===== src/rtl/rau_pkg.sv =====
// Shared types and constants for the rational arithmetic unit.
package rau_pkg;

  localparam logic [1:0] CMD_ADD = 2'd0;
  localparam logic [1:0] CMD_SUB = 2'd1;
  localparam logic [1:0] CMD_MUL = 2'd2;
  localparam logic [1:0] CMD_DIV = 2'd3;

  localparam logic [1:0] ST_OK   = 2'd0;
  localparam logic [1:0] ST_ZERO = 2'd1;
  localparam logic [1:0] ST_OVF  = 2'd2;

  // Datapath operations driven by the controller.
  typedef enum logic [2:0] {
    OP_NONE  = 3'd0,
    OP_LOAD  = 3'd1,
    OP_MUL   = 3'd2,
    OP_COMB  = 3'd3,
    OP_DSTEP = 3'd4,
    OP_DDONE = 3'd5,
    OP_FIN   = 3'd6
  } dp_op_t;

  // Datapath divider selection.
  typedef enum logic [1:0] {
    DV_GCD = 2'd0,
    DV_NUM = 2'd1,
    DV_DEN = 2'd2
  } dv_sel_t;

  typedef struct packed {
    dp_op_t  op;
    logic [1:0] mul_idx;
    dv_sel_t dv;
  } dp_cmd_t;

  typedef struct packed {
    logic in_err;
    logic num_zero;
    logic div_last;
    logic gcd_done;
  } dp_stat_t;

endpackage


===== src/rtl/rau_datapath.sv =====
// Datapath: operand registers, shared multiplier and a restoring divider.
module rau_datapath import rau_pkg::*; #(
  parameter int W = 32
) (
  input  logic                 clk,
  input  dp_cmd_t              cmd_i,
  input  logic [1:0]           op_cmd,
  input  logic [31:0]          a_num,
  input  logic [31:0]          a_den,
  input  logic [31:0]          b_num,
  input  logic [31:0]          b_den,
  output dp_stat_t             stat,
  output logic [31:0]          res_num,
  output logic [30:0]          res_den,
  output logic [1:0]           status
);
  localparam int MW = 2 * W + 1;
  localparam int CW = $clog2(MW + 1);

  logic [W-1:0] mag [4];
  logic [3:0]   sgn;
  logic [1:0]   opc;
  logic [2*W-1:0] prod [3];
  logic [2:0]   psgn;
  logic [MW-1:0] nmag, dmag, gx, gy, rem, quo, dvd, dvs;
  logic          nneg;
  logic [CW-1:0] cnt;
  logic [MW-1:0] num_q;

  function automatic logic [W-1:0] absw(input logic [31:0] v);
    logic [W-1:0] t;
    t = v[W-1:0];
    return t[W-1] ? (~t + 1'b1) : t;
  endfunction

  logic [W-1:0] ma, mb;
  logic         ms;
  always_comb begin
    case (cmd_i.mul_idx)
      2'd0: begin
        ma = mag[0];
        mb = (opc == CMD_MUL) ? mag[2] : mag[3];
        ms = sgn[0] ^ ((opc == CMD_MUL) ? sgn[2] : sgn[3]);
      end
      2'd1: begin
        ma = mag[2];
        mb = mag[1];
        ms = sgn[2] ^ sgn[1] ^ (opc == CMD_SUB);
      end
      default: begin
        ma = mag[1];
        mb = (opc == CMD_DIV) ? mag[2] : mag[3];
        ms = sgn[1] ^ ((opc == CMD_DIV) ? sgn[2] : sgn[3]);
      end
    endcase
  end

  // One restoring division step: shift in the next dividend bit.
  logic [MW:0]   trial;
  logic [MW-1:0] rsh;
  always_comb begin
    rsh   = {rem[MW-2:0], dvd[MW-1]};
    trial = {1'b0, rsh} - {1'b0, dvs};
  end

  logic [MW-1:0] sn, sd;
  always_comb begin
    sn = {1'b0, prod[0]};
    sd = {1'b0, prod[1]};
  end

  assign stat.in_err   = (mag[1] == '0) || (mag[3] == '0) ||
                         (opc == CMD_DIV && mag[2] == '0);
  assign stat.num_zero = (nmag == '0);
  assign stat.div_last = (cnt == CW'(MW - 1));
  assign stat.gcd_done = (gy == '0);

  logic [W-1:0] half;
  assign half = {1'b1, {(W-1){1'b0}}};

  always_ff @(posedge clk) begin
    case (cmd_i.op)
      OP_LOAD: begin
        mag[0] <= absw(a_num); sgn[0] <= a_num[W-1];
        mag[1] <= absw(a_den); sgn[1] <= a_den[W-1];
        mag[2] <= absw(b_num); sgn[2] <= b_num[W-1];
        mag[3] <= absw(b_den); sgn[3] <= b_den[W-1];
        opc <= op_cmd;
      end
      OP_MUL: begin
        prod[cmd_i.mul_idx] <= ma * mb;
        psgn[cmd_i.mul_idx] <= ms;
      end
      OP_COMB: begin
        dmag <= {1'b0, prod[2]};
        if (opc == CMD_MUL || opc == CMD_DIV) begin
          nmag <= sn; nneg <= psgn[0];
        end else if (psgn[0] == psgn[1]) begin
          nmag <= sn + sd; nneg <= psgn[0];
        end else if (sn >= sd) begin
          nmag <= sn - sd; nneg <= psgn[0];
        end else begin
          nmag <= sd - sn; nneg <= psgn[1];
        end
      end
      default: ;
    endcase
    if (cmd_i.op == OP_COMB) cnt <= '0;
    // Divider start: pick operands.
    if (cmd_i.op == OP_DDONE || (cmd_i.op == OP_NONE && cmd_i.dv == DV_GCD &&
        cmd_i.mul_idx == 2'd3)) begin
      cnt <= '0; rem <= '0; quo <= '0;
      case (cmd_i.dv)
        DV_GCD: begin dvd <= gx; dvs <= gy; end
        DV_NUM: begin dvd <= nmag; dvs <= gx; end
        default: begin dvd <= dmag; dvs <= gx; end
      endcase
    end
    if (cmd_i.op == OP_DSTEP) begin
      dvd <= {dvd[MW-2:0], 1'b0};
      cnt <= cnt + 1'b1;
      if (!trial[MW]) begin
        rem <= trial[MW-1:0]; quo <= {quo[MW-2:0], 1'b1};
      end else begin
        rem <= rsh; quo <= {quo[MW-2:0], 1'b0};
      end
    end
    // Result of a finished division; dv tags what to do with it.
    if (cmd_i.op == OP_FIN) begin
      case (cmd_i.dv)
        DV_GCD: begin gx <= gy; gy <= rem; end
        DV_NUM: num_q <= quo;
        default: begin
          if (quo > MW'(half - 1'b1) ||
              (nneg ^ psgn[2] ? num_q > MW'(half) : num_q > MW'(half - 1'b1))) begin
            res_num <= '0; res_den <= '0; status <= ST_OVF;
          end else begin
            res_num <= 32'(signed'((nneg ^ psgn[2]) ? (~num_q[W-1:0] + 1'b1)
                                                    : num_q[W-1:0]));
            res_den <= 31'(quo[W-2:0]);
            status  <= ST_OK;
          end
        end
      endcase
    end
    if (cmd_i.op == OP_NONE && cmd_i.mul_idx == 2'd1) begin
      res_num <= '0; res_den <= '0; status <= ST_ZERO;
    end
    if (cmd_i.op == OP_NONE && cmd_i.mul_idx == 2'd2) begin
      res_num <= '0; res_den <= 31'd1; status <= ST_OK;
    end
    if (cmd_i.op == OP_COMB) begin
      gx <= (opc == CMD_MUL || opc == CMD_DIV) ? sn :
            (psgn[0] == psgn[1]) ? sn + sd : (sn >= sd) ? sn - sd : sd - sn;
      gy <= {1'b0, prod[2]};
    end
  end
endmodule


===== src/rtl/rau_ctrl.sv =====
// Controller state machine sequencing load, multiply, gcd and the two divides.
module rau_ctrl import rau_pkg::*; (
  input  logic     clk,
  input  logic     rst,
  input  logic     in_valid,
  output logic     in_stall,
  output logic     out_valid,
  input  logic     out_stall,
  input  dp_stat_t stat,
  output dp_cmd_t  cmd_o
);
  typedef enum logic [9:0] {
    S_IDLE  = 10'b0000000001,
    S_CHK   = 10'b0000000010,
    S_MUL   = 10'b0000000100,
    S_COMB  = 10'b0000001000,
    S_ZCHK  = 10'b0000010000,
    S_GSET  = 10'b0000100000,
    S_DIV   = 10'b0001000000,
    S_FIN   = 10'b0010000000,
    S_NEXT  = 10'b0100000000,
    S_OUT   = 10'b1000000000
  } state_t;

  state_t state, state_next;
  logic [1:0] midx, midx_next;
  dv_sel_t dv, dv_next;

  assign in_stall  = (state != S_IDLE);
  assign out_valid = (state == S_OUT);

  always_comb begin
    state_next = state;
    midx_next  = midx;
    dv_next    = dv;
    cmd_o      = '{op: OP_NONE, mul_idx: 2'd0, dv: dv};
    case (state)
      S_IDLE: if (in_valid) begin
        cmd_o.op = OP_LOAD; state_next = S_CHK;
      end
      S_CHK: begin
        if (stat.in_err) begin
          cmd_o.mul_idx = 2'd1; state_next = S_OUT;
        end else begin
          midx_next = 2'd0; state_next = S_MUL;
        end
      end
      S_MUL: begin
        cmd_o.op = OP_MUL; cmd_o.mul_idx = midx;
        midx_next = midx + 2'd1;
        if (midx == 2'd2) state_next = S_COMB;
      end
      S_COMB: begin cmd_o.op = OP_COMB; state_next = S_ZCHK; end
      S_ZCHK: begin
        if (stat.num_zero) begin
          cmd_o.mul_idx = 2'd2; state_next = S_OUT;
        end else begin
          dv_next = DV_GCD; state_next = S_GSET;
        end
      end
      S_GSET: begin
        if (dv == DV_GCD && stat.gcd_done) begin
          dv_next = DV_NUM; cmd_o.dv = DV_NUM;
        end
        cmd_o.op = OP_DDONE; state_next = S_DIV;
      end
      S_DIV: begin
        cmd_o.op = OP_DSTEP;
        if (stat.div_last) state_next = S_FIN;
      end
      S_FIN: begin
        cmd_o.op = OP_FIN;
        case (dv)
          DV_GCD:  state_next = S_GSET;
          DV_NUM:  begin dv_next = DV_DEN; state_next = S_NEXT; end
          default: state_next = S_OUT;
        endcase
      end
      S_NEXT: begin cmd_o.op = OP_DDONE; state_next = S_DIV; end
      S_OUT: if (!out_stall) state_next = S_IDLE;
      default: state_next = S_IDLE;
    endcase
  end

  always_ff @(posedge clk) begin
    if (rst) begin
      state <= S_IDLE; midx <= '0; dv <= DV_GCD;
    end else begin
      state <= state_next; midx <= midx_next; dv <= dv_next;
    end
  end
endmodule


===== src/rtl/rational_arith_unit.sv =====
// Top level of the rational arithmetic unit: controller plus datapath.
// Computes a op b on two signed fractions (add, subtract, multiply, divide)
// and returns the result reduced to lowest terms with the sign in the
// numerator; a zero result is 0/1. A zero denominator, or a zero divisor in
// divide, gives status 1 with zero fields; a reduced result outside the
// OPERAND_WIDTH signed range gives status 2 with zero fields. One item is
// in flight at a time. The next item can be accepted once the unit is back
// in idle after the result is taken. Each remainder and both final quotients
// go through one shared restoring divider retiring one bit per cycle over a
// 2W+1 bit word, where W is OPERAND_WIDTH. The three cross products share
// one multiplier, one per cycle.
module rational_arith_unit import rau_pkg::*; #(
  parameter int OPERAND_WIDTH = 32
) (
  input  logic        clk,
  input  logic        rst,
  input  logic        in_valid,
  output logic        in_stall,
  input  logic [1:0]  cmd,
  input  logic [31:0] a_num,
  input  logic [31:0] a_den,
  input  logic [31:0] b_num,
  input  logic [31:0] b_den,
  output logic        out_valid,
  input  logic        out_stall,
  output logic [31:0] res_num,
  output logic [30:0] res_den,
  output logic [1:0]  status
);
  dp_cmd_t  dcmd;
  dp_stat_t dstat;

  // Sequence each item through the datapath.
  rau_ctrl u_ctrl (
    .clk, .rst, .in_valid, .in_stall, .out_valid, .out_stall,
    .stat(dstat), .cmd_o(dcmd)
  );

  // Hold operands, products, gcd and result.
  rau_datapath #(.W(OPERAND_WIDTH)) u_dp (
    .clk, .cmd_i(dcmd), .op_cmd(cmd), .a_num, .a_den, .b_num, .b_den,
    .stat(dstat), .res_num, .res_den, .status
  );

  // Stall input while a result is pending.
  a_busy: assert property (@(posedge clk) disable iff (rst)
    out_valid |-> in_stall) else $error("accepting while result pending");
  // A held result stays put.
  a_hold: assert property (@(posedge clk) disable iff (rst)
    out_valid && out_stall |=> out_valid && $stable(res_num) && $stable(status))
    else $error("result changed while stalled");
  // An ok result never has a zero denominator.
  a_den_nonzero: assert property (@(posedge clk) disable iff (rst)
    out_valid && status == ST_OK |-> res_den != '0) else $error("zero den");
endmodule

===== config.mk =====
export PLATFORM = sky130hd
export DESIGN_NAME = rational_arith_unit
export DESIGN_NICKNAME = d
export VERILOG_FILES = /design/src/rtl/rau_pkg.sv /design/src/rtl/rau_datapath.sv /design/src/rtl/rau_ctrl.sv /design/src/rtl/rational_arith_unit.sv
export SDC_FILE = /design/constraint.sdc
export NUM_CORES = 2
export LEC_CHECK = 0
export BUFFER_PORTS_ARGS = -buffer_cell sky130_fd_sc_hd__buf_2
export CAP_MARGIN = 10
export CORE_MARGIN = 2
export CORE_UTILIZATION = 30
export CTS_BUF_LIST = sky130_fd_sc_hd__clkbuf_16
export DETAILED_ROUTE_END_ITERATION = 10
export HOLD_SLACK_MARGIN = 0.05
export PLACE_DENSITY_LB_ADDON = 0.1
export SYNTH_ARGS = -nofsm -noshare
export SYNTH_HDL_FRONTEND = slang
export SYNTH_SLANG_ARGS = --single-unit

===== constraint.sdc =====
create_clock -name clk -period 26.6 [get_ports clk]
set_input_delay 2.66 -clock clk [delete_from_list [all_inputs] [get_ports clk]]
set_output_delay 2.66 -clock clk [all_outputs]
set_load 0.005 [all_outputs]

; ---- After elaboration in Yosys (flattened, before gate mapping)
; Memories as Yosys holds them, arrays and structs flattened.
; Cells that the tools add are included.
[word_totals]
input_bits = 134
latch_bits = 0
memories = 2
ram_bits = 320
reg_bits = 680
rom_bits = 0
[mem_list]
columns = name, depth, word_bits, read_ports, rd_clocked_by_memory_dff, write_ports, line_no
row1 = u_dp.prod, 3, 64, 3, 0, 1, rau_datapath.sv:23  ; logic [2*W-1:0] prod [3];
row2 = u_dp.mag, 4, 32, 4, 0, 4, rau_datapath.sv:20  ; logic [W-1:0] mag [4];
[op_classes]
n_mul = 1
n_eq_ne = 36
shifts = 0
n_reduce_logical = 39
n_addsub = 11
n_lt_le_gt_ge = 6
bitwise_logic = 11
muxes = 72
div = 0
[ops]
columns = op, count
row1 = $mux 65, 12
row2 = $mux 32, 8
row3 = $mux 64, 3
row4 = $add 32x1->32 const B, 5
row5 = $not 32->32, 5
row6 = $gt 65x31->1 const B, 2
row7 = $logic_not 65->1, 2
row8 = $pmux 65 s2, 1
row9 = $sub 64x64->65, 2
row10 = $pmux 32 s2, 2
row11 = $logic_not 32->1, 3
row12 = $pmux 10 s9, 1
row13 = $sub 65x65->66, 1
row14 = $add 64x64->65, 1
row15 = $gt 65x32->1 const B, 1
row16 = $ge 64x64->1, 1
row17 = $mul 32x32->64, 1
row18 = $mux 10, 6
row19 = $mux 31, 1
row20 = $mux 7, 3
row21 = $mux 1, 20
row22 = $pmux 10 s2, 1
row23 = $pmux 3 s6, 1
row24 = $mux 2, 7
row25 = other kinds (41), 86

; ---- Logic depth before layout (Yosys ltp)
; An unclocked memory read counts as a cell.
[logic_depth]
ltp_word = 11
mapped_depth = 45

; ---- Hierarchy
; A second synthesis with hierarchy kept.
[hier_totals]
hier_cells = 9542
area_unflattened_um2 = 91511.5
[by_module_without_submodules]
columns = module, area_each_um2, seq_area_each_um2, cells_per_inst, n_inst
row1 = rau_datapath, 90545.6, 28937.8, 9428, 1
row2 = rau_ctrl, 965.9, 280.3, 114, 1

; ---- Worst setup path after synthesis
; Ideal clock, no wire load.
[synth_path]
kind = register -> register
from = reg u_ctrl.state[6]
to = mem u_dp.prod[0][45] (netlist bit), data pin
setup_time_ns = 0.267
required_time_ns = 26.333
path_buffers = 4
setup_slack_ns = 16.518
period_less_slack_ns = 10.082
path_stages_with_launch = 43
arrival_ns = 9.815
cell_sequence = dfxtp_1 > or2_1 > or4_1 > nor4_2 > nand3b_1 > or2_1 > buf_2 > a21boi_4 > o211ai_2 > buf_6 > nand2_4 > buf_2 > o22a_1 > o21ai_2 > buf_2 > nor2_1 > fa_1 > inv_1 > [7 not listed] > inv_1 > fa_1 > inv_1 > fa_1 > inv_1 > ha_1 > a21o_1 > a21o_1 > a21oi_1 > o21ai_0 > a21oi_2 > o21ai_1 > a221o_1 > a21oi_1 > o21ai_1 > or4b_1 > a31oi_1 > xnor2_1
[synth_between]
elab_chain_cells = 5
word_cells_on_any_way = 9
[synth_rtl]
columns = element, line_no
row1 = start: declaration, rau_ctrl.sv:25  ; state_t state, state_next;
row2 = start signal: assignment, rau_ctrl.sv:89  ; state <= state_next; midx <= midx_next; dv <= dv_next;
row3 = "$eq 10x5->1, or another cell as far along", rau_ctrl.sv:37  ; case (state)
row4 = $pmux 2 s3 *, rau_ctrl.sv:37
row5 = $eq 2x1->1 or $logic_not 2->1 (tied branches), rau_datapath.sv:39  ; case (cmd_i.mul_idx)
row6 = $pmux 32 s2, rau_datapath.sv:39
row7 = $mul 32x32->64 *, rau_datapath.sv:91  ; prod[cmd_i.mul_idx] <= ma * mb;
row8 = end: declaration, rau_datapath.sv:23
; Mark *: on every way between the ends. The rest lies on a longest branch, timed or not.

; ---- Worst setup path after layout
[layout_path]
from = reg u_dp.nmag[25]
to = mem u_dp.prod[2][61] (netlist bit), data pin
[layout_between]
elab_chain_cells = 6
word_cells_on_any_way = 8
[layout_rtl]
columns = element, line_no
row1 = start: declaration, rau_datapath.sv:25  ; logic [MW-1:0] nmag, dmag, gx, gy, rem, quo, dvd, dvs;
row2 = start signal: assignment, rau_datapath.sv:97  ; nmag <= sn; nneg <= psgn[0];
row3 = start signal: assignment, rau_datapath.sv:99  ; nmag <= sn + sd; nneg <= psgn[0];
row4 = start signal: assignment, rau_datapath.sv:101  ; nmag <= sn - sd; nneg <= psgn[0];
row5 = $logic_not 65->1 *, rau_datapath.sv:74  ; assign stat.num_zero = (nmag == '0);
row6 = $mux 2 *, rau_ctrl.sv:55  ; if (stat.num_zero) begin
row7 = $pmux 2 s3 *, rau_ctrl.sv:37
row8 = $eq 2x1->1 or $logic_not 2->1 (tied branches), rau_datapath.sv:39
row9 = $pmux 32 s2, rau_datapath.sv:39
row10 = $mul 32x32->64 *, rau_datapath.sv:91
; Marks and branches as above.

==> impl_metrics.csv <==
group,metric,value,unit
hold_path,hp-class,"reg2reg",
global_routing,grt_pass1_vias,73110,
setup_path,worst_setup_path_start_kind,"flop",
yosys,synth_edf_count,919,
clock_network,cts.repair.resized,0,
global_routing,grt_overflow,0,
place,gp_congestion,0.9263,
route,drt_iter0_drc,5266,
sta,worstMarginPinSlew,1.262,ns
sta,rsz0062_at_grt,"false",
yosys,syn_nets,10980,
yosys,yosysSeqAreaShare,32.40,%
yosys,avgSynthCellArea,9.576,um^2
place,port_buffers,200,
clock_network,clkTransAtPathRegs,0.06,ns
cells_and_area,nets,10980,
clock_network,cts_sinks,1000,
sta,finalSetupViolations,0,
clock_network,cts_tree,"built",
setup_path,cp.arrival,14.44,ns
floorplanning,core,299500,um^2
clock_network,cts-root-buf,"clkbuf_16",
route,num_vias,70470,
setup_path,cp.required,27.18,ns
route,wl_per_cell,26.39,um
global_routing,antenna_found_initial,16,
route,ant_nets,0,
place,place_hpwl,274700,um
route,firstDrtPassIters,6,
yosys,ys_ff_latch,1000,
floorplanning,rows,201,
sta,slew_headroom,15.84,%
setup_path,cp_common_cell,"fa_1",
clock_network,holdBufCountCts,0,
route,drc,0,
global_routing,grt_pass1_wl,518200,um
flow_run,drv_cap,0,
cells_and_area,drive_gt1_share,8.461,%
yosys,netlist_instances,9417,
global_routing,grt_max_degree,87,
sta,fin_skew,0.07859,ns
floorplanning,die_w,552.3,um
cells_and_area,fillers,30840,
yosys,yosysUniqueCellTypes,104,
floorplanning,die-height,552.3,um
yosys,synth_warnings,0,
sta,period_share,52.09,%
clock_network,post_cts_buffers,0,
yosys,synth.cell_area,90180,um^2
sta,fin_setup_tns,0,ns
clock_network,cts-htree-levels,3,
clock_network,insertion_delay,0.89,ns
clock_network,cts.path.max_buffers,4,
route,vias_per_cell,5.228,
clock_network,cts_buffers,125,
route,wirelength,355700,um
setup_path,max_stage_delay,0.56,ns
setup_path,slowest_stage,"fa_1",
floorplanning,io_pins,201,
setup_path,worstPathMaxFanout,72,
outcome,status,"finished clean",
sta,finalCriticalPeriod,13.86,ns
global_routing,track_usage,22.90,%
setup_path,critical_path_class,"reg2reg",
yosys,synthFlopType,"edfxtp_1",
floorplanning,initial_core_util,30.11,%
setup_path,worstSetupEndpointType,"flop",
floorplanning,die-area,305000,um^2
sta,final_hold_viol_count,0,
sta,fmax,72.17,MHz
yosys,async_reset_ff_share,0,%
sta,slew_violations,0,
cells_and_area,syn_to_final_growth,10.26,%
layer usage:
| layer | GRT usage (%) | routed length [um] | vias to the layer above |
|---|---|---|---|
| met5 | 0 | 0 | - |
| met4 | 7.046 | 12380 | 0 |
| met3 | 3.196 | 19350 | 523 |
| met2 | 37.01 | 162900 | 2275 |
| met1 | 31.64 | 161000 | 35930 |
| li1 | - | - | 31740 |
final timing paths:
kind,startpoint,end,slack (ns),cells after the start
worst max-delay path,u_dp.nmag[25],u_dp.prod[2][61],12.74,42
worst min-delay path,u_dp.res_num[14],u_dp.res_num[14],0.45,2
worst max register to register,u_dp.nmag[25],u_dp.prod[2][61],12.74,42
worst min register to register,u_dp.res_num[14],u_dp.res_num[14],0.45,2
cell usage in the layout (no fill, tap or decap), types with 71 or more instances in the layout:
master,netlist,final
edfxtp_1,919,919
xnor2_1,259,257
a21oi_1,611,611
nand4_1,98,98
clkbuf_16,0,125
ha_1,529,529
mux2_2,106,106
buf_2,185,200
o21ai_0,376,372
xor2_1,74,73
and2_1,98,96
nor4_1,124,123
inv_1,1183,1194
nor2_1,1003,1000
mux2i_1,96,96
o31ai_1,71,71
fa_1,900,900
o21a_1,80,78
dfxtp_1,81,80
nor3_1,85,84
buf_4,36,153
a21o_1,100,100
nand3_1,173,172
nand2_1,1145,1138
o21bai_1,84,84
area by class of cell:
class	instances	area [um^2]	share of cell area, %
Clock inverter	101	934.6	0.9400
Antenna cell	8	20.02	0.02013
Timing Repair Buffer	353	2150	2.162
Tap cell	3958	4952	4.981
Sequential cell	1000	29220	29.39
Clock buffer	125	3128	3.146
Inverter	1189	4469	4.495
Multi-Input combinational cell	6746	54550	54.87
metrics by stage:
stage | hold slack [ns] | area [um^2] | util [%] | cells | worst slack (ns)
after floorplan | 0.4262 | 90180 | - | 9417 | 16.52
after global placement | 0.4351 | 95330 | 31.83 | 13250 | 12.15
after detailed placement | 0.4415 | 95350 | 31.83 | 13250 | 12.57
after CTS | 0.4496 | 99410 | 33.19 | 13470 | 12.53
after global routing | 0.4658 | 99410 | 33.19 | 13470 | 12.09
final | 0.4481 | 99430 | 33.20 | 13480 | 12.74
cell usage after synthesis (53+ instances only):
master,instances,area share [%]
o21bai_1,84,0.70
a31oi_1,53,0.37
buf_2,185,1.0
a21oi_1,611,3.4
dfxtp_1,81,1.8
nor3_1,85,0.47
nor2_1,1003,4.2
and2_1,98,0.68
fa_1,900,20
clkbuf_1,237,0.99
inv_1,1183,4.9
o22a_1,60,0.58
nand2b_1,55,0.38
o31ai_1,71,0.59
xnor2_1,259,2.5
xor2_1,74,0.72
nand4_1,98,0.68
mux2_2,106,1.3
o21ai_0,376,2.1
mux2i_1,96,1.1
nand2_1,1145,4.8
a21o_1,100,0.83
nor4_1,124,0.86
edfxtp_1,919,31
ha_1,529,7.3
a211oi_1,57,0.47
nand3_1,173,0.96
o21a_1,80,0.67
state kept, by name (all words and copies together), names as in the netlist, 3 cells and up:
| register | count |
|---|---|
| u_dp.dmag | 64 |
| u_dp.prod | 192 |
| u_ctrl.state | 10 |
| u_dp.num_q | 65 |
| u_dp.dvs | 65 |
| u_dp.psgn | 3 |
| u_dp.cnt | 7 |
| u_dp.res_num | 32 |
| u_dp.dvd | 65 |
| u_dp.quo | 65 |
| u_dp.res_den | 31 |
| u_dp.gx | 65 |
| u_dp.gy | 65 |
| u_dp.rem | 65 |
| u_dp.sgn | 4 |
| u_dp.mag | 128 |
| u_dp.nmag | 65 |
logic make-up (layout without fill, tap and decap cells):
family / count (synthesis) / in the layout / synth area share, %
buf+inv: 1671 / 1768 / 7.430
simple gates: 2982 / 2982 / 14.55
other cells: 0 / 8 / 0
compound gates: 1800 / 1800 / 12.68
fa+ha+maj: 1429 / 1429 / 27.32
flops: 1000 / 1000 / 32.40
xor+xnor: 333 / 333 / 3.234
mux: 202 / 202 / 2.389
critical path: cells and delay by family, from the launching register on:
family / cells / cell delay [ns]
AOI/OAI and AO/OA: 12 / 3.30
adders and majority gates: 9 / 4.41
buffers and inverters: 10 / 1.94
DFF: 1 / 0.39
and+or+nand+nor: 11 / 3.32
Power is not shown: default switching activity piles up to over one toggle a cycle in this logic, so the estimate is an artifact.
